===== config.mk =====
export PLATFORM = sky130hd
export DESIGN_NAME = go_back_n_link_controller
export DESIGN_NICKNAME = d
export VERILOG_FILES = /design/src/rtl/core/gbn_pkg.sv /design/src/rtl/core/gbn_datapath.sv /design/src/rtl/core/gbn_ctrl.sv /design/src/rtl/core/go_back_n_link_controller.sv
export SDC_FILE = /design/constraint.sdc
export NUM_CORES = 1
export LEC_CHECK = 0
export ABC_AREA = 0
export BUFFER_PORTS_ARGS = -buffer_cell sky130_fd_sc_hd__buf_2
export CAP_MARGIN = 10
export CORE_MARGIN = 10
export CORE_UTILIZATION = 58
export DETAILED_ROUTE_END_ITERATION = 8
export MAX_ROUTING_LAYER = met4
export PLACE_DENSITY = 0.88
export SLEW_MARGIN = 20
export SYNTH_ARGS = -nofsm -noshare
export SYNTH_HDL_FRONTEND = slang
export SYNTH_SLANG_ARGS = --single-unit

===== constraint.sdc =====
create_clock -name clk -period 3.6 [get_ports clk]
set_clock_uncertainty 0.15 [all_clocks]
set_input_delay 0.18 -clock clk [delete_from_list [all_inputs] [get_ports clk]]
set_output_delay 0.18 -clock clk [all_outputs]
set_load 0.1 [all_outputs]

===== src/rtl/core/gbn_pkg.sv =====
// ----------------------------------------------------------------------------
// gbn_pkg
// Shared constants, codes, command/status structs and sequence helpers for
// the go-back-n link controller.
// ----------------------------------------------------------------------------
package gbn_pkg;

  localparam int WINDOW_SIZE    = 4;
  localparam int SEQ_MAX        = 7;
  localparam int PAYLOAD_BYTES  = 256;
  localparam int SEQ_MOD        = SEQ_MAX + 1;
  localparam int FRAME_OVERHEAD = 7;
  localparam int MIN_FRAME_LEN  = 5;

  localparam int OP_W   = 2;
  localparam int SEQ_W  = 3;
  localparam int SLOT_W = 2;
  localparam int LEN_W  = 9;
  localparam int ACT_W  = 3;
  localparam int CNT_W  = $clog2(WINDOW_SIZE + 1);

  localparam logic KIND_DATA = 1'b0;
  localparam logic KIND_ACK  = 1'b1;

  typedef enum logic [OP_W-1:0] {
    OP_NET_READY  = 2'd0,
    OP_PHYS_READY = 2'd1,
    OP_FRAME      = 2'd2,
    OP_TIMEOUT    = 2'd3
  } op_t;

  typedef enum logic [ACT_W-1:0] {
    ACT_SEND    = 3'd0,
    ACT_ACK     = 3'd1,
    ACT_DELIVER = 3'd2,
    ACT_STOP    = 3'd3,
    ACT_GATE    = 3'd4
  } action_t;

  typedef struct packed {
    logic    latch_in;
    logic    set_phys;
    logic    start_resend;
    logic    emit;
    logic    from_resend;
    action_t sel;
  } dp_cmd_t;

  typedef struct packed {
    op_t              op;
    logic             frame_good;
    logic             is_ack;
    logic             seq_match;
    logic             window_free;
    logic             window_empty;
    logic             release_ok;
    logic             resend_last;
    logic             out_free;
    logic [CNT_W-1:0] frames_buffered;
  } dp_status_t;

  function automatic logic [SEQ_W-1:0] seq_next(input logic [SEQ_W-1:0] s);
    return (s == SEQ_W'(SEQ_MAX)) ? '0 : s + SEQ_W'(1);
  endfunction

  function automatic logic [SEQ_W-1:0] seq_prev(input logic [SEQ_W-1:0] s);
    return (s == '0) ? SEQ_W'(SEQ_MAX) : s - SEQ_W'(1);
  endfunction

  // b lies in the circular interval [a, c)
  function automatic logic in_window(input logic [SEQ_W-1:0] a,
                                     input logic [SEQ_W-1:0] b,
                                     input logic [SEQ_W-1:0] c);
    return ((a <= b) && (b < c)) || ((c < a) && (a <= b)) || ((b < c) && (c < a));
  endfunction

endpackage


===== src/rtl/core/gbn_datapath.sv =====
// ----------------------------------------------------------------------------
// gbn_datapath
// Window pointers, buffered-frame count, latched event and result register.
// ----------------------------------------------------------------------------
module gbn_datapath (
  input  logic                        clk,
  input  logic                        rst,
  input  logic [gbn_pkg::OP_W-1:0]    op,
  input  logic                        rx_kind,
  input  logic [gbn_pkg::SEQ_W-1:0]   rx_seq,
  input  logic [gbn_pkg::SEQ_W-1:0]   rx_ack,
  input  logic [gbn_pkg::LEN_W-1:0]   rx_length,
  input  logic                        rx_crc_ok,
  input  gbn_pkg::dp_cmd_t            cmd,
  output gbn_pkg::dp_status_t         status,
  output logic                        out_valid,
  input  logic                        out_stall,
  output logic [gbn_pkg::ACT_W-1:0]   action,
  output logic [gbn_pkg::SEQ_W-1:0]   frame_seq,
  output logic [gbn_pkg::SEQ_W-1:0]   ack_number,
  output logic [gbn_pkg::SLOT_W-1:0]  buffer_slot,
  output logic [gbn_pkg::LEN_W-1:0]   deliver_length,
  output logic                        network_enable,
  output logic                        last
);
  import gbn_pkg::*;

  // latched event
  op_t              op_q;
  logic             kind_q;
  logic [SEQ_W-1:0] seq_q;
  logic [SEQ_W-1:0] ack_q;
  logic [LEN_W-1:0] len_q;
  logic             crc_q;

  // link state
  logic [SEQ_W-1:0] oldest_unacked;
  logic [SEQ_W-1:0] next_to_send;
  logic [SEQ_W-1:0] expected_rx_seq;
  logic [CNT_W-1:0] frames_buffered;
  logic             physical_ready;

  // resend walk
  logic [SEQ_W-1:0] resend_seq;
  logic [CNT_W-1:0] resend_left;

  logic [LEN_W-1:0]  dlen;
  logic [ACT_W-1:0]  action_next;
  logic [SEQ_W-1:0]  frame_seq_next;
  logic [SEQ_W-1:0]  ack_number_next;
  logic [SLOT_W-1:0] buffer_slot_next;
  logic [LEN_W-1:0]  deliver_length_next;
  logic              network_enable_next;
  logic              window_free;

  assign window_free = frames_buffered < CNT_W'(WINDOW_SIZE);

  always_comb begin
    if (len_q < LEN_W'(FRAME_OVERHEAD)) begin
      dlen = '0;
    end else begin
      dlen = len_q - LEN_W'(FRAME_OVERHEAD);
    end
    if (dlen > LEN_W'(PAYLOAD_BYTES)) begin
      dlen = LEN_W'(PAYLOAD_BYTES);
    end
  end

  always_comb begin
    action_next         = cmd.sel;
    frame_seq_next      = '0;
    ack_number_next     = '0;
    buffer_slot_next    = '0;
    deliver_length_next = '0;
    network_enable_next = 1'b0;
    case (cmd.sel)
      ACT_SEND: begin
        frame_seq_next   = cmd.from_resend ? resend_seq : next_to_send;
        ack_number_next  = seq_prev(expected_rx_seq);
        buffer_slot_next = SLOT_W'(frame_seq_next % WINDOW_SIZE);
      end
      ACT_ACK: begin
        ack_number_next = seq_prev(expected_rx_seq);
      end
      ACT_DELIVER: begin
        frame_seq_next      = seq_q;
        deliver_length_next = dlen;
      end
      ACT_STOP: begin
        frame_seq_next = oldest_unacked;
      end
      ACT_GATE: begin
        network_enable_next = window_free && physical_ready;
      end
      default: begin
        action_next = ACT_GATE;
      end
    endcase
  end

  always_ff @(posedge clk) begin
    if (cmd.latch_in) begin
      op_q   <= op_t'(op);
      kind_q <= rx_kind;
      seq_q  <= SEQ_W'(rx_seq % SEQ_MOD);
      ack_q  <= SEQ_W'(rx_ack % SEQ_MOD);
      len_q  <= rx_length;
      crc_q  <= rx_crc_ok;
    end
    if (cmd.emit) begin
      action         <= action_next;
      frame_seq      <= frame_seq_next;
      ack_number     <= ack_number_next;
      buffer_slot    <= buffer_slot_next;
      deliver_length <= deliver_length_next;
      network_enable <= network_enable_next;
      last           <= (cmd.sel == ACT_GATE);
    end
    if (cmd.start_resend) begin
      resend_seq <= oldest_unacked;
    end else if (cmd.emit && cmd.sel == ACT_SEND && cmd.from_resend) begin
      resend_seq <= seq_next(resend_seq);
    end
  end

  always_ff @(posedge clk) begin
    if (rst) begin
      oldest_unacked  <= '0;
      next_to_send    <= '0;
      expected_rx_seq <= '0;
      frames_buffered <= '0;
      physical_ready  <= 1'b0;
      resend_left     <= '0;
      out_valid       <= 1'b0;
    end else begin
      if (cmd.emit) begin
        out_valid <= 1'b1;
      end else if (!out_stall) begin
        out_valid <= 1'b0;
      end
      if (cmd.set_phys) begin
        physical_ready <= 1'b1;
      end
      if (cmd.start_resend) begin
        resend_left <= frames_buffered;
      end
      if (cmd.emit) begin
        case (cmd.sel)
          ACT_SEND: begin
            physical_ready <= 1'b0;
            if (cmd.from_resend) begin
              resend_left <= resend_left - CNT_W'(1);
            end else begin
              frames_buffered <= frames_buffered + CNT_W'(1);
              next_to_send    <= seq_next(next_to_send);
            end
          end
          ACT_ACK: begin
            physical_ready <= 1'b0;
          end
          ACT_DELIVER: begin
            expected_rx_seq <= seq_next(expected_rx_seq);
          end
          ACT_STOP: begin
            frames_buffered <= frames_buffered - CNT_W'(1);
            oldest_unacked  <= seq_next(oldest_unacked);
          end
          default: begin
          end
        endcase
      end
    end
  end

  always_comb begin
    status.op              = op_q;
    status.frame_good      = (len_q >= LEN_W'(MIN_FRAME_LEN)) && crc_q;
    status.is_ack          = (kind_q == KIND_ACK);
    status.seq_match       = (seq_q == expected_rx_seq);
    status.window_free     = window_free;
    status.window_empty    = (frames_buffered == '0);
    status.release_ok      = (frames_buffered != '0) &&
                             in_window(oldest_unacked, ack_q, next_to_send);
    status.resend_last     = (resend_left == CNT_W'(1));
    status.out_free        = !out_valid || !out_stall;
    status.frames_buffered = frames_buffered;
  end

endmodule


===== src/rtl/core/gbn_ctrl.sv =====
// ----------------------------------------------------------------------------
// gbn_ctrl
// Sequencer walking one event through its commands, at most one result a cycle into a free result register.
// ----------------------------------------------------------------------------
module gbn_ctrl (
  input  logic                clk,
  input  logic                rst,
  input  logic                in_valid,
  output logic                in_stall,
  input  gbn_pkg::dp_status_t status,
  output gbn_pkg::dp_cmd_t    cmd
);
  import gbn_pkg::*;

  typedef enum logic [7:0] {
    S_IDLE    = 8'b0000_0001,
    S_DECODE  = 8'b0000_0010,
    S_SEND    = 8'b0000_0100,
    S_DELIVER = 8'b0000_1000,
    S_ACK     = 8'b0001_0000,
    S_RELEASE = 8'b0010_0000,
    S_RESEND  = 8'b0100_0000,
    S_GATE    = 8'b1000_0000
  } state_t;

  state_t state;
  state_t state_next;

  assign in_stall = (state != S_IDLE);

  always_comb begin
    state_next       = state;
    cmd.latch_in     = 1'b0;
    cmd.set_phys     = 1'b0;
    cmd.start_resend = 1'b0;
    cmd.emit         = 1'b0;
    cmd.from_resend  = 1'b0;
    cmd.sel          = ACT_GATE;
    case (state)
      S_IDLE: begin
        if (in_valid) begin
          cmd.latch_in = 1'b1;
          state_next   = S_DECODE;
        end
      end
      S_DECODE: begin
        case (status.op)
          OP_NET_READY: begin
            state_next = status.window_free ? S_SEND : S_GATE;
          end
          OP_PHYS_READY: begin
            cmd.set_phys = 1'b1;
            state_next   = S_GATE;
          end
          OP_FRAME: begin
            if (!status.frame_good) begin
              state_next = S_GATE;
            end else if (status.is_ack) begin
              state_next = S_RELEASE;
            end else begin
              state_next = status.seq_match ? S_DELIVER : S_ACK;
            end
          end
          OP_TIMEOUT: begin
            if (status.window_empty) begin
              state_next = S_GATE;
            end else begin
              cmd.start_resend = 1'b1;
              state_next       = S_RESEND;
            end
          end
          default: begin
            state_next = S_GATE;
          end
        endcase
      end
      S_SEND: begin
        cmd.sel = ACT_SEND;
        if (status.out_free) begin
          cmd.emit   = 1'b1;
          state_next = S_GATE;
        end
      end
      S_DELIVER: begin
        cmd.sel = ACT_DELIVER;
        if (status.out_free) begin
          cmd.emit   = 1'b1;
          state_next = S_ACK;
        end
      end
      S_ACK: begin
        cmd.sel = ACT_ACK;
        if (status.out_free) begin
          cmd.emit   = 1'b1;
          state_next = S_RELEASE;
        end
      end
      S_RELEASE: begin
        // one stop-timer per acked frame until the ack falls outside the window
        cmd.sel = ACT_STOP;
        if (!status.release_ok) begin
          state_next = S_GATE;
        end else if (status.out_free) begin
          cmd.emit = 1'b1;
        end
      end
      S_RESEND: begin
        cmd.sel         = ACT_SEND;
        cmd.from_resend = 1'b1;
        if (status.out_free) begin
          cmd.emit = 1'b1;
          if (status.resend_last) begin
            state_next = S_GATE;
          end
        end
      end
      S_GATE: begin
        cmd.sel = ACT_GATE;
        if (status.out_free) begin
          cmd.emit   = 1'b1;
          state_next = S_IDLE;
        end
      end
      default: begin
        state_next = S_IDLE;
      end
    endcase
  end

  always_ff @(posedge clk) begin
    if (rst) begin
      state <= S_IDLE;
    end else begin
      state <= state_next;
    end
  end

endmodule


===== src/rtl/core/go_back_n_link_controller.sv =====
// ----------------------------------------------------------------------------
// go_back_n_link_controller
// Go-back-n sliding window link controller: turns link events into send,
// ack, deliver, stop-timer and network gate commands.
// ----------------------------------------------------------------------------
//  channel  | handshake            | payload
//  ---------+----------------------+-------------------------------------------
//  event in | in_valid / in_stall  | op rx_kind rx_seq rx_ack rx_length rx_crc_ok
//  cmd out  | out_valid / out_stall| action frame_seq ack_number buffer_slot
//           |                      | deliver_length network_enable last
//
//  an event is accepted, then decoded, then walked through its command states;
//  the ack release walk ends in a check that emits nothing, the gate ends each
//  event, and at most one command a cycle goes through the single result register
//  a timeout resends the buffered frames one per cycle, oldest unacked first, but
//  out_stall holds the sequencer; in_stall stays high until the gate is loaded
//  synchronous reset clears window pointers, frame count and physical-ready
// ----------------------------------------------------------------------------
module go_back_n_link_controller (
  input  logic                        clk,
  input  logic                        rst,
  input  logic                        in_valid,
  output logic                        in_stall,
  input  logic [gbn_pkg::OP_W-1:0]    op,
  input  logic                        rx_kind,
  input  logic [gbn_pkg::SEQ_W-1:0]   rx_seq,
  input  logic [gbn_pkg::SEQ_W-1:0]   rx_ack,
  input  logic [gbn_pkg::LEN_W-1:0]   rx_length,
  input  logic                        rx_crc_ok,
  output logic                        out_valid,
  input  logic                        out_stall,
  output logic [gbn_pkg::ACT_W-1:0]   action,
  output logic [gbn_pkg::SEQ_W-1:0]   frame_seq,
  output logic [gbn_pkg::SEQ_W-1:0]   ack_number,
  output logic [gbn_pkg::SLOT_W-1:0]  buffer_slot,
  output logic [gbn_pkg::LEN_W-1:0]   deliver_length,
  output logic                        network_enable,
  output logic                        last
);
  import gbn_pkg::*;

  dp_cmd_t    cmd;
  dp_status_t status;

  gbn_ctrl u_ctrl (
    .clk      (clk),
    .rst      (rst),
    .in_valid (in_valid),
    .in_stall (in_stall),
    .status   (status),
    .cmd      (cmd)
  );

  gbn_datapath u_datapath (
    .clk            (clk),
    .rst            (rst),
    .op             (op),
    .rx_kind        (rx_kind),
    .rx_seq         (rx_seq),
    .rx_ack         (rx_ack),
    .rx_length      (rx_length),
    .rx_crc_ok      (rx_crc_ok),
    .cmd            (cmd),
    .status         (status),
    .out_valid      (out_valid),
    .out_stall      (out_stall),
    .action         (action),
    .frame_seq      (frame_seq),
    .ack_number     (ack_number),
    .buffer_slot    (buffer_slot),
    .deliver_length (deliver_length),
    .network_enable (network_enable),
    .last           (last)
  );

  // window never overflows
  assert property (@(posedge clk) disable iff (rst)
    status.frames_buffered <= CNT_W'(WINDOW_SIZE))
    else $error("frame count beyond window");

  // an accepted event blocks the input until its gate is loaded
  assert property (@(posedge clk) disable iff (rst)
    (in_valid && !in_stall) |=> in_stall)
    else $error("input taken while an event is in flight");

  // last marks the gate and only the gate
  assert property (@(posedge clk) disable iff (rst)
    out_valid |-> (last == (action == ACT_GATE)))
    else $error("last flag does not match gate result");

  // a new command is only loaded over a free result register
  assert property (@(posedge clk) disable iff (rst)
    cmd.emit |-> (!out_valid || !out_stall))
    else $error("result overwritten while stalled");

endmodule

==> metrics.yaml <==
setup_path:
  cpMaxStageDelayCell: "edfxtp_1"
  crit_top_cell: "nor3_1"
  critPathMaxStageDelay_ns: 0.51
  start_kind: "flip-flop"
  r2r-end: "u_datapath.deliver_length[5]$_SDFFCE_PP0N_"
  cp_num_buf_inv: 0
  r2r_slack_ns: 0.82
  critical_path.top_delay_family: "compound AO/OA/AOI/OAI gates"
  arrival_ns: 2.72
  cp_max_fo: 8
  worstSetupPathType: "flip-flop to flip-flop"
  r2r-start: "u_datapath.len_q[0]$_DFFE_PP_"
  required_ns: 3.54
  reg2reg_depth: 7
  cp-end-kind: "flip-flop"
  crit_chain: "ha_1, a2111oi_2, nand2_1, nor3_1, a21oi_1, a31oi_1, nor3_1"
global_routing:
  antenna_found_initial: 0
  grt_pass1_vias: 2933
  grt_overflow: 0
  track_usage_pct: 18.5
  grt_max_degree: 23
  grt_pass1_wl_mm: 14.4
cts:
  numCtsBuffers: 9
  clk_pin_slew_worst_paths_ns: 0.07
  cts_resized: 0
  cts.sinks: 69
  clkLatencyLatePin_ns: 0.36
  cts_max_level: 3
  post_cts_buffers: 0
  clockBufferDepth: 2
  cts_root_buffer: "clkbuf_8"
  cts_tree: "done"
logic_synthesis:
  synth-edff-count: 44
  synth_ff_type: "edfxtp_1"
  synth-seq-cells: 69
  ys_types: 68
  ys_warn_count: 0
  ys_seq_area_share_pct: 49.0
  synth_cells: 340
  async_flop_share_pct: 0
  synthesis.area_um2: 3720
  avgSynthCellArea_um2: 10.9
  syn_nets: 385
routing:
  antenna_left: 0
  detail_route.iter0.violations: 262
  routedWlPerCell_um: 18.0
  vias: 2964
  firstDrtPassIters: 5
  routed_wl_mm: 8.75
  viasPerCell: 6.10
  drc: 0
finish:
  drive_gt1_share_pct: 22.0
  final_common_cell: "buf_2"
  antennaDiodeCount: 0
  regArea_um2: 1820
  syn2layout_area_growth_pct: 17.6
  fin_cells: 486
  multi_input_area_um2: 1750
  nets: 449
  final_cell_mix: "buf_2, edfxtp_1, nor2_1"
  nFillCells: 431
placement:
  placed_cells: 451
  io_buffers: 46
  place_congestion: 0.906
  hpwl_mm: 6.05
die:
  die_y_um: 100
  core-area_um2: 6280
  dieArea_um2: 10000
  die_w_um: 100
  initial_utilization_pct: 59.2
  num_rows: 29
  pin_count: 47
pwr:
  leakage_nw: 1.77
  power_per_cell_area_nw_per_um2: 436
  ir_worst_vdd_mv: 0.376
hold_path:
  min_to: "u_ctrl.state[5]$_SDFFE_PP0P_"
  whs_path_depth: 2
  worstHoldPathType: "input port to flip-flop"
  min_from: "rst"
sta:
  rsz0062_at_grt: "false"
  finalCriticalPeriod_ns: 2.78
  finalSetupViolations: 0
  slew_viol_final: 0
  finalHoldViolCount: 0
  fin_crit_sh_pct: 77.2
  max_clock_freq_ghz: 0.360
  timing.setup.tns_ns: 0
  tightest_slew_ns: 1.04
  slew_headroom_pct: 30.9
run:
  maxCapViolations: 0
run_status:
  status: "complete, no violations"
[what timing repair did]
| item | CTS | global route |
|---|---|---|
| hold endpoints to repair | 19 | 0 |
| hold buffers | 19 | 0 |
| setup endpoints to repair | 0 | 0 |
[metal layers]
| metal | part of all wire (%) | vias to the layer above | track usage (%) | wire (um) |
|---|---|---|---|---|
| li1 | - | 1377 | - | - |
| met1 | 40 | 1402 | 21.4 | 3500 |
| met2 | 48 | 156 | 29.5 | 4210 |
| met3 | 9.1 | 29 | 5.49 | 799 |
| met4 | 2.7 | 0 | 7.83 | 240 |
| met5 | 0 | - | - | 0 |
[worst register-to-register path, cell delays in order (launching register included)]
cell	delay [ns]
edfxtp_1	0.51
ha_1	0.33
a2111oi_2	0.47
nand2_1	0.17
nor3_1	0.29
a21oi_1	0.10
a31oi_1	0.37
nor3_1	0.13
[final cells by class]
type	instances	share of cell area [%]
Timing Repair Buffer	66	9.79
Clock buffer	11	3.49
Multi-Input combinational cell	241	40.1
Inverter	17	1.46
Sequential cell	69	41.7
Clock inverter	5	1.32
Tap cell	77	2.20
[cells by family after synthesis]
kind of cell             Yosys count  share of synthesized area, %
buffers and inverters             30                          3.97
AO/OA/AOI/OAI                     60                          11.4
multiplexers                       8                          2.42
AND/OR/NAND/NOR                  139                          22.7
XOR/XNOR                          11                          2.59
adder cells (fa/ha/maj)           23                          7.88
flip-flops                        69                          49.0
[report_power, final]
group	internal (mW)	switching (mW)	total (mW)	leakage [nW]
Combinational	0.102	0.203	0.305	1.02
Clock	0.362	0.304	0.666	0.108
Sequential	0.890	0.0456	0.935	0.636
[Yosys cell counts (4+ instances only)]
cell / count / area, um^2
edfxtp_1: 44 / 1320
nor2_1: 30 / 113
nand2_1: 29 / 109
dfxtp_1: 25 / 500
a21oi_1: 23 / 115
ha_1: 21 / 263
nor3_1: 19 / 95.1
inv_1: 17 / 63.8
o21ai_0: 8 / 40.0
xnor2_1: 8 / 70.1
nor2b_1: 7 / 43.8
and3_1: 5 / 31.3
mux2i_1: 5 / 50.1
nand3_1: 5 / 25.0
and2_1: 4 / 25.0
buf_2: 4 / 20.0
clkbuf_1: 4 / 15.0
or3_1: 4 / 25.0
[through the flow]
stage,area [um^2],setup WS (ns),hold slack [ns],util (%),power (mW)
after floorplan,3720,0.308,0.129,-,1.16
after global placement,3970,0.985,0.206,63.2,1.22
after detailed placement,3970,0.857,0.208,63.2,1.23
after CTS,4370,0.846,0.0830,69.6,1.90
after global routing,4370,0.596,0.118,69.6,1.97
final,4370,0.820,0.0969,69.6,1.91
[sequential cells by signal (all words and copies together) (netlist names), 3 cells and up]
name	count
u_datapath.deliver_length	9
u_datapath.len_q	9
u_ctrl.state	8
u_datapath.ack_number	3
u_datapath.ack_q	3
u_datapath.action	3
u_datapath.expected_rx_seq	3
u_datapath.frame_seq	3
u_datapath.frames_buffered	3
u_datapath.next_to_send	3
u_datapath.oldest_unacked	3
u_datapath.resend_left	3
u_datapath.resend_seq	3
u_datapath.seq_q	3
[worst max-delay path by stage]
| stage | start | to | slack, ns | cells past startpoint |
|---|---|---|---|---|
| 2_1_floorplan | u_datapath.next_to_send[2]$_SDFFE_PP0P_ | u_datapath.ack_number[0]$_SDFFCE_PP0N_ | 0.31 | 8 |
| 3_3_place_gp | u_datapath.len_q[0]$_DFFE_PP_ | u_datapath.deliver_length[5]$_SDFFCE_PP0N_ | 0.98 | 7 |
| 3_5_place_dp | u_datapath.len_q[0]$_DFFE_PP_ | u_datapath.deliver_length[5]$_SDFFCE_PP0N_ | 0.86 | 7 |
| 4_1_cts | u_datapath.len_q[0]$_DFFE_PP_ | u_datapath.deliver_length[5]$_SDFFCE_PP0N_ | 0.85 | 7 |
| 5_1_grt | u_datapath.len_q[0]$_DFFE_PP_ | u_datapath.deliver_length[5]$_SDFFCE_PP0N_ | 0.60 | 7 |
| 6_report | u_datapath.len_q[0]$_DFFE_PP_ | u_datapath.deliver_length[5]$_SDFFCE_PP0N_ | 0.82 | 7 |
Note: power is estimated with default switching activity, not from simulation.
